File: src/hdl/mcl_pkg.sv
// Shared package for the MRU credential list: field widths, operation
// and status codes, and the controller-to-datapath command type.
// No dependencies.
package mcl_pkg;

    localparam int ENTRIES_DEF = 8;

    localparam int OP_W   = 2;
    localparam int KEY_W  = 64;
    localparam int SEC_W  = 64;
    localparam int POS_W  = 8;
    localparam int STAT_W = 2;
    localparam int HPOS_W = 6;
    localparam int CNT_W  = 7;

    // Operation codes
    localparam logic [OP_W-1:0] OP_FIND     = 2'd0;
    localparam logic [OP_W-1:0] OP_REMEMBER = 2'd1;
    localparam logic [OP_W-1:0] OP_FORGET   = 2'd2;

    // Result status codes
    localparam logic [STAT_W-1:0] ST_DONE      = 2'd0;
    localparam logic [STAT_W-1:0] ST_UNCHANGED = 2'd1;
    localparam logic [STAT_W-1:0] ST_IGNORED   = 2'd2;

    // Commands from the controller to the datapath
    typedef struct packed {
        logic capture;  // latch the beat and register the key matches
        logic apply;    // update the list and load the result registers
    } t_cmd;

    // Index width for a list of n entries, at least one bit
    function automatic int idx_w(input int n);
        return (n > 1) ? $clog2(n) : 1;
    endfunction

endpackage

File: src/hdl/mru_credential_list_unit.sv
// Latency: a beat accepted at a clock edge raises its result strobe at the next
// edge; the result is taken at the edge after that, and the receiver cannot stall it.
// A new beat is not accepted while busy; the capture/apply sequencer raises busy
// for the one apply cycle after each accepted beat.
// Reset (synchronous, active low) empties the list and drops the strobe;
// cells past the entry count are never read, so they are not cleared.
module mru_credential_list_unit #(
    parameter int ENTRIES = mcl_pkg::ENTRIES_DEF
) (
    input  logic                         i_clk,
    input  logic                         i_rst_n,
    input  logic                         start,
    output logic                         busy,
    input  logic [mcl_pkg::OP_W-1:0]     i_operation,
    input  logic [mcl_pkg::KEY_W-1:0]    i_key,
    input  logic [mcl_pkg::SEC_W-1:0]    i_secret,
    input  logic [mcl_pkg::POS_W-1:0]    i_position,
    output logic                         o_valid,
    output logic [mcl_pkg::STAT_W-1:0]   o_status,
    output logic                         o_hit,
    output logic [mcl_pkg::HPOS_W-1:0]   o_hit_position,
    output logic [mcl_pkg::CNT_W-1:0]    o_entry_count_out
);

    mcl_pkg::t_cmd w_cmd;

    // Sequence each beat through capture and apply
    mcl_ctrl u_ctrl (
        .i_clk   (i_clk),
        .i_rst_n (i_rst_n),
        .start   (start),
        .busy    (busy),
        .o_cmd   (w_cmd)
    );

    // Hold the list and form the result
    mcl_dpath #(
        .ENTRIES (ENTRIES)
    ) u_dpath (
        .i_clk             (i_clk),
        .i_rst_n           (i_rst_n),
        .i_cmd             (w_cmd),
        .i_operation       (i_operation),
        .i_key             (i_key),
        .i_secret          (i_secret),
        .i_position        (i_position),
        .o_valid           (o_valid),
        .o_status          (o_status),
        .o_hit             (o_hit),
        .o_hit_position    (o_hit_position),
        .o_entry_count_out (o_entry_count_out)
    );

endmodule

File: src/hdl/mcl_ctrl.sv
// Controller for the MRU credential list: two-state sequencer that
// captures a beat, then applies it in the following cycle.
// Depends on mcl_pkg.
module mcl_ctrl (
    input  logic          i_clk,
    input  logic          i_rst_n,
    input  logic          start,
    output logic          busy,
    output mcl_pkg::t_cmd o_cmd
);

    localparam logic S_IDLE = 1'b0;
    localparam logic S_EXEC = 1'b1;

    logic r_state;
    logic n_state;

    // Advance to the execute cycle on each accepted beat
    always_comb begin
        n_state = r_state;
        case (r_state)
            S_IDLE: begin
                if (start) n_state = S_EXEC;
            end
            S_EXEC: begin
                n_state = S_IDLE;
            end
            default: begin
                n_state = S_IDLE;
            end
        endcase
    end

    always_ff @(posedge i_clk) begin
        if (!i_rst_n) begin
            r_state <= S_IDLE;
        end else begin
            r_state <= n_state;
        end
    end

    // Drive the handshake and the datapath commands
    assign busy          = (r_state == S_EXEC);
    assign o_cmd.capture = start && (r_state == S_IDLE);
    assign o_cmd.apply   = (r_state == S_EXEC);

    a_exec_one_cycle: assert property (@(posedge i_clk) disable iff (!i_rst_n)
        busy |=> !busy)
        else $error("execute state held for more than one cycle");

    a_capture_then_apply: assert property (@(posedge i_clk) disable iff (!i_rst_n)
        o_cmd.capture |=> o_cmd.apply)
        else $error("captured beat not applied in the next cycle");

    a_cmd_exclusive: assert property (@(posedge i_clk) disable iff (!i_rst_n)
        !(o_cmd.capture && o_cmd.apply))
        else $error("capture and apply raised together");

endmodule

File: src/hdl/mcl_dpath.sv
// Datapath for the MRU credential list: a chain of key/secret cells with
// parallel compare, move-to-front and close-gap shifting, result registers.
// Depends on mcl_pkg.
module mcl_dpath #(
    parameter int ENTRIES = mcl_pkg::ENTRIES_DEF
) (
    input  logic                         i_clk,
    input  logic                         i_rst_n,
    input  mcl_pkg::t_cmd                i_cmd,
    input  logic [mcl_pkg::OP_W-1:0]     i_operation,
    input  logic [mcl_pkg::KEY_W-1:0]    i_key,
    input  logic [mcl_pkg::SEC_W-1:0]    i_secret,
    input  logic [mcl_pkg::POS_W-1:0]    i_position,
    output logic                         o_valid,
    output logic [mcl_pkg::STAT_W-1:0]   o_status,
    output logic                         o_hit,
    output logic [mcl_pkg::HPOS_W-1:0]   o_hit_position,
    output logic [mcl_pkg::CNT_W-1:0]    o_entry_count_out
);

    localparam int IW = mcl_pkg::idx_w(ENTRIES);
    localparam int CW = mcl_pkg::CNT_W;
    localparam logic [CW-1:0] FULL = CW'(ENTRIES);

    // List cells, position 0 is the most recent
    logic [mcl_pkg::KEY_W-1:0]  r_key [ENTRIES];
    logic [mcl_pkg::SEC_W-1:0]  r_sec [ENTRIES];
    logic [mcl_pkg::KEY_W-1:0]  n_key [ENTRIES];
    logic [mcl_pkg::SEC_W-1:0]  n_sec [ENTRIES];
    logic [CW-1:0]              r_count;
    logic [CW-1:0]              n_count;

    // Captured beat
    logic [mcl_pkg::OP_W-1:0]   r_op;
    logic [mcl_pkg::KEY_W-1:0]  r_qkey;
    logic [mcl_pkg::SEC_W-1:0]  r_qsec;
    logic [mcl_pkg::POS_W-1:0]  r_pos;
    logic [ENTRIES-1:0]         r_match;
    logic [ENTRIES-1:0]         n_match;
    logic                       r_sec0_eq;

    logic                       w_found;
    logic [IW-1:0]              w_first;
    logic [CW-1:0]              w_slot;
    logic [mcl_pkg::STAT_W-1:0] w_status;
    logic                       w_hit;
    logic [mcl_pkg::HPOS_W-1:0] w_hpos;

    logic                       r_valid;
    logic [mcl_pkg::STAT_W-1:0] r_status;
    logic                       r_hit;
    logic [mcl_pkg::HPOS_W-1:0] r_hpos;
    logic [CW-1:0]              r_cnt_out;

    // Compare the incoming key against every live cell
    always_comb begin
        for (int i = 0; i < ENTRIES; i++) begin
            n_match[i] = (CW'(i) < r_count) && (r_key[i] == i_key);
        end
    end

    always_ff @(posedge i_clk) begin
        if (i_cmd.capture) begin
            r_op      <= i_operation;
            r_qkey    <= i_key;
            r_qsec    <= i_secret;
            r_pos     <= i_position;
            r_match   <= n_match;
            r_sec0_eq <= (r_sec[0] == i_secret);
        end
    end

    // Pick the most recent match and work out the new list
    always_comb begin
        w_found = |r_match;
        w_first = '0;
        for (int i = ENTRIES - 1; i >= 0; i--) begin
            if (r_match[i]) w_first = IW'(i);
        end

        n_key    = r_key;
        n_sec    = r_sec;
        n_count  = r_count;
        w_slot   = '0;
        w_status = mcl_pkg::ST_IGNORED;
        w_hit    = 1'b0;
        w_hpos   = '0;

        case (r_op)
            mcl_pkg::OP_FIND: begin
                w_status = mcl_pkg::ST_DONE;
                w_hit    = w_found;
                w_hpos   = mcl_pkg::HPOS_W'(w_first);
            end
            mcl_pkg::OP_REMEMBER: begin
                if (r_qkey != '0) begin
                    if (w_found && (w_first == '0) && r_sec0_eq) begin
                        w_status = mcl_pkg::ST_UNCHANGED;
                    end else begin
                        // hit moves up from its slot; miss takes a new or the oldest slot
                        if (w_found) begin
                            w_slot = CW'(w_first);
                        end else if (r_count >= FULL) begin
                            w_slot = FULL - CW'(1);
                        end else begin
                            w_slot  = r_count;
                            n_count = r_count + CW'(1);
                        end
                        for (int i = 1; i < ENTRIES; i++) begin
                            if (CW'(i) <= w_slot) begin
                                n_key[i] = r_key[i-1];
                                n_sec[i] = r_sec[i-1];
                            end
                        end
                        n_key[0] = r_qkey;
                        n_sec[0] = r_qsec;
                        w_status = mcl_pkg::ST_DONE;
                    end
                end
            end
            mcl_pkg::OP_FORGET: begin
                if ({1'b0, r_count} > r_pos) begin
                    // close the gap, then clear the freed tail cell
                    for (int i = 0; i < ENTRIES - 1; i++) begin
                        if (({1'b0, CW'(i)} >= r_pos) && (CW'(i + 1) < r_count)) begin
                            n_key[i] = r_key[i+1];
                            n_sec[i] = r_sec[i+1];
                        end
                    end
                    for (int i = 0; i < ENTRIES; i++) begin
                        if (CW'(i) == (r_count - CW'(1))) begin
                            n_key[i] = '0;
                            n_sec[i] = '0;
                        end
                    end
                    n_count  = r_count - CW'(1);
                    w_status = mcl_pkg::ST_DONE;
                end
            end
            default: begin
                w_status = mcl_pkg::ST_IGNORED;
            end
        endcase
    end

    // Commit the list update
    always_ff @(posedge i_clk) begin
        if (i_cmd.apply) begin
            r_key <= n_key;
            r_sec <= n_sec;
        end
    end

    always_ff @(posedge i_clk) begin
        if (!i_rst_n) begin
            r_count <= '0;
        end else if (i_cmd.apply) begin
            r_count <= n_count;
        end
    end

    // Result registers: strobe for one cycle after each apply
    always_ff @(posedge i_clk) begin
        if (!i_rst_n) begin
            r_valid <= 1'b0;
        end else begin
            r_valid <= i_cmd.apply;
        end
    end

    always_ff @(posedge i_clk) begin
        if (i_cmd.apply) begin
            r_status  <= w_status;
            r_hit     <= w_hit;
            r_hpos    <= w_hpos;
            r_cnt_out <= n_count;
        end
    end

    assign o_valid           = r_valid;
    assign o_status          = r_status;
    assign o_hit             = r_hit;
    assign o_hit_position    = r_hpos;
    assign o_entry_count_out = r_cnt_out;

    a_count_bound: assert property (@(posedge i_clk) disable iff (!i_rst_n)
        r_count <= FULL)
        else $error("entry count beyond list depth");

    a_count_hold: assert property (@(posedge i_clk) disable iff (!i_rst_n)
        !i_cmd.apply |=> $stable(r_count))
        else $error("entry count changed outside an apply cycle");

    a_hit_done: assert property (@(posedge i_clk) disable iff (!i_rst_n)
        (o_valid && o_hit) |-> (o_status == mcl_pkg::ST_DONE))
        else $error("hit reported with a status other than done");

    a_hit_in_range: assert property (@(posedge i_clk) disable iff (!i_rst_n)
        (o_valid && o_hit) |-> ({1'b0, o_hit_position} < o_entry_count_out))
        else $error("hit position outside the live entries");

endmodule

File: config.mk
export PLATFORM = sky130hd
export DESIGN_NAME = mru_credential_list_unit
export DESIGN_NICKNAME = d
export VERILOG_FILES = /design/src/hdl/mcl_pkg.sv /design/src/hdl/mru_credential_list_unit.sv /design/src/hdl/mcl_ctrl.sv /design/src/hdl/mcl_dpath.sv
export SDC_FILE = /design/constraint.sdc
export NUM_CORES = 2
export LEC_CHECK = 0
export ABC_AREA = 1
export ABC_CLOCK_PERIOD_IN_PS = 8900
export BUFFER_PORTS_ARGS = -buffer_cell sky130_fd_sc_hd__buf_4
export CELL_PAD_IN_SITES_DETAIL_PLACEMENT = 1
export CELL_PAD_IN_SITES_GLOBAL_PLACEMENT = 2
export CORE_AREA = 2 2 365 367
export DETAILED_ROUTE_END_ITERATION = 7
export DIE_AREA = 0 0 367 369
export PLACE_DENSITY = 0.81
export SLEW_MARGIN = 20
export SYNTH_ARGS = -nofsm -noshare
export SYNTH_HDL_FRONTEND = slang
export SYNTH_SLANG_ARGS = --single-unit
File: constraint.sdc
create_clock -name i_clk -period 8.9 [get_ports i_clk]
set_input_delay 0 -clock i_clk [delete_from_list [all_inputs] [get_ports i_clk]]
set_output_delay 0 -clock i_clk [all_outputs]
set_load 0.01 [all_outputs]
==> results by group <==
Synthesis
  – Post-synthesis sequential area ratio: between 60 and 70%
  – FF+latch count, synth: about 1,200
  – Post-synth EDFFs: 1,184
  – Predominant post-synthesis flop cell: edfxtp_1
  – Ys async rst share: 0%
  – Cell count after synthesis: 5,068
  – Yosys warnings: 0
  – Largest cells by area after synthesis: edfxtp_1 (63%), o22ai_1 (10%), inv_1 (7.7%), xor2_1 (3.3%), xnor2_1 (2.4%)
  – Distinct cells, synth: 45
  – Area fraction of the dominant cell type after synthesis: ~63%
  – Mapped Area: between 50,000 and 60,000 sq um
  – Yosys top cell by area: edfxtp_1
  – Synth Area per Inst: between 10 and 15 sq um

Critical path
  – CP max-delay cell: nor2_4
  – Critical path type: reg2reg
  – Crit path arrival time: roughly 5.6 ns
  – CP peak stage delay: 0.88 ns
  – CP Capture Type: flip-flop
  – Crit-path max FO: 47
  – CP Launch Type: flip-flop
  – CP most frequent cell: nand2_1
  – Critical Path RT: about 9.3 ns
  – Worst-path cell chain: inv_2, ha_1, inv_1, nand2_1, nand2_1, nand2_1, nand2_1, nand2_1, nand2_1, nand2_1, nand2_1, nand2_1, inv_1, nand3_1, nor2_4, buf_4, buf_4

Clock network
  – CTS max path bufs: 3
  – Root Buffer: clkbuf_16
  – CTS H-Tree Depth: 4
  – Worst-Skew Late Latency: 0.79 ns
  – Num CTS Buffers: approximately 140
  – CTS Sinks: approximately 1,200
  – TritonCTS clock tree: built
  – Post-CTS setup buffer count: 0
  – Worst-path clk slew: about 0.060 ns
  – # resized after CTS: 0

Placed design
  – Detailed Place HPWL: 147.3 mm
  – Inst Count DP: slightly below 7,000
  – Final Wtd Congestion: 1.014
  – Placed Area: around 58,000 sq um
  – Port buffer count: approximately 160

Power and ir drop
  – PD cells: between 200 and 250 nW/um^2
  – Internal: approximately 10 mW
  – P_leak: 25.43 nW
  – Worst vdd ir: about 0.00017 V
  – Comb power frac: 9.1%
  – Total net switching power: approximately 3.4 mW
  – Sw Share: about a quarter
  – Seq pwr share: between 40% and 50%
  – Clk pwr share: about 42%

Timing
  – Tightest Pin Transition: 1.348 ns
  – Slew Limit Fails: 0
  – Final setup violation count: 0
  – Final hold vios: 0
  – Clk_skew: 0.03410 ns
  – Slew margin rel.: between 10 and 15%
  – Period utilization: 58.17%
  – Setup Total Neg Slack: 0 ns
  – Fmax: about 190 MHz
  – RSZ-0062 raised after global routing: false
  – Post-route minimum period: 5.177 ns

Routing
  – Via count: around 43,000
  – Drt pass-1 iters: 5
  – Drt total wl: about 220 mm
  – Wire length per cell: about 31 um
  – Final antenna-violating net count: 0
  – Vias per cell: 5.960
  – Residual DRC: 0
  – DR iter-0 viols: between 5,000 and 6,000

GRT
  – GRT Total Usage: 32.19%
  – Initial antenna violation count: 22
  – Vias in the first global route: between 40,000 and 50,000
  – Grt ovf: 0
  – First-pass GRT wire length: between 300 and 400 mm
  – Largest net degree at the start of global routing: 235

Die
  – Row count: 133
  – Chip height: between 300 and 400 um
  – Die width: approximately 370 um
  – Core ar.: approximately 130,000 sq um
  – Die footprint: between 100,000 and 150,000 sq um
  – Boundary Pins: between 150 and 200
  – Starting density of the core: a little over two fifths

Flow run
  – Reported max-cap violation count: 0

Finish
  – Final non-filler cell total: slightly above 7,000
  – Final Cell Area: ~65,000 sq um
  – Layout cells sized above 1: roughly 8%
  – Final nets: roughly 5,500
  – Area growth from synthesis to layout: 15.27%

Min path
  – Min-delay worst type: in2reg

Outcome
  – Status: finished clean
-- power groups by stage --
stage	combinational (mW)	clock, mW	sequential (mW)
CTS	1.18	5.67	6.41
detailed placement	1.10	0	6.53
finish	1.21	5.62	6.42
floorplan	0.645	0	6.54
global route	1.26	5.86	6.43
global placement	1.07	0	6.52
-- worst paths after layout --
path	from	end	slack, ns	depth (start not counted)
worst max register to register	u_dpath.r_count[0]	u_dpath.r_sec[142]	3.72	17
worst min register to register	u_dpath.r_count[5]	u_dpath.r_count[5]	0.52	2
worst max-delay path	u_dpath.r_count[0]	u_dpath.r_sec[142]	3.72	17
worst min-delay path	i_secret[17]	u_dpath.r_qsec[17]	0.05	2
-- cells in the mapped netlist, drive strengths merged (9+ instances only) --
| cell | number |
|---|---|
| a21oi | 10 |
| a221oi | 10 |
| buf | 107 |
| clkbuf | 188 |
| dfxtp | 9 |
| edfxtp | 1184 |
| ha | 19 |
| inv | 1162 |
| nand2 | 306 |
| nand3 | 184 |
| nand4 | 51 |
| nor2 | 285 |
| nor3 | 34 |
| nor4 | 61 |
| o21ai | 124 |
| o221ai | 14 |
| o22ai | 905 |
| or2 | 19 |
| xnor2 | 154 |
| xor2 | 213 |
-- final cells by class --
| cell class | instances | area, sq um |
|---|---|---|
| inverter | 1163 | 4365 |
| antenna | 6 | 15.01 |
| clock buffer | 167 | 3605 |
| timing repair buffer | 409 | 3717 |
| clock inverter | 85 | 744.5 |
| sequential | 1193 | 35730 |
| multi-input combinational | 2419 | 14560 |
| tap | 1755 | 2196 |
| fill | 14060 | 66190 |
-- critical path, delay by kind of cell (launching register included) --
kind,cells,cell delay [ns]
fa+ha+maj,1,0.23
buf+inv,5,1.83
flops,1,0.57
simple gates,11,2.06
-- cells by family after synthesis --
kind of cell | count (synthesis) | synth area share, %
compound gates | 1084 | 11.90
buf+inv | 1458 | 11.02
xor+xnor | 367 | 5.719
other cells | 1 | 0.006656
simple gates | 946 | 7.509
flops | 1193 | 63.43
fa+ha+maj | 19 | 0.4220
-- per-stage QoR --
| step | worst slack, ns | power, mW | hold slack, ns | utilization, % |
|---|---|---|---|---|
| final | 3.723 | 13.24 | 0.05412 | 49.52 |
| after global routing | 3.470 | 13.55 | 0.04430 | 49.52 |
| after detailed placement | 3.733 | 7.627 | 0.1797 | 44.55 |
| after global placement | 3.809 | 7.598 | 0.1816 | 44.55 |
| after CTS | 3.724 | 13.26 | 0.03603 | 49.50 |
| after floorplan | 1.087 | 7.180 | 0.09887 | - |
-- sequential cells by signal, summed over array words and instances (netlist names) --
signal                     cells
u_dpath.r_sec0_eq              1
u_dpath.r_op                   2
u_dpath.r_match                8
u_dpath.o_entry_count_out      7
u_dpath.r_count                7
u_dpath.r_sec                512
u_dpath.o_hit_position         3
u_dpath.r_qkey                64
u_dpath.r_pos                  8
u_dpath.o_status               2
u_dpath.r_key                512
u_dpath.o_hit                  1
u_dpath.o_valid                1
u_ctrl.busy                    1
u_dpath.r_qsec                64
-- per-layer routing --
metal / global-route usage, % / wire length (um) / up-vias
met1: 43.49 / 88680 / 21880
li1: - / - / 18190
met5: 0 / 158 / -
met3: 6.228 / 20510 / 473
met2: 49.18 / 98920 / 2332
met4: 17.07 / 13050 / 24
-- cell usage in the layout, fill, tap and decap left out, drive strengths merged, types with 2 or more instances in the layout --
cell type,instances
dlygate4sd3,214
inv,1172
xnor2,154
clkbuf,167
clkinvlp,2
a31oi,4
bufinv,9
nor2,285
or2,19
clkinv,65
o22ai,905
o2111ai,6
nor4,61
a221oi,10
buf,195
o21ai,124
diode,6
a21oi,10
o211ai,8
edfxtp,1184
xor2,213
nor3,34
nand4,51
nand2,306
conb,3
nand3,184
ha,19
dfxtp,9
and2,4
o221ai,14
and3,2
-- timing repair --
| item | 4_1_cts | 5_1_grt |
|---|---|---|
| hold buffers | 214 | 0 |
| endpoints found under the setup margin | 0 | 0 |
| hold endpoints to repair | 183 | 0 |
(Power assumes the default switching activity.)
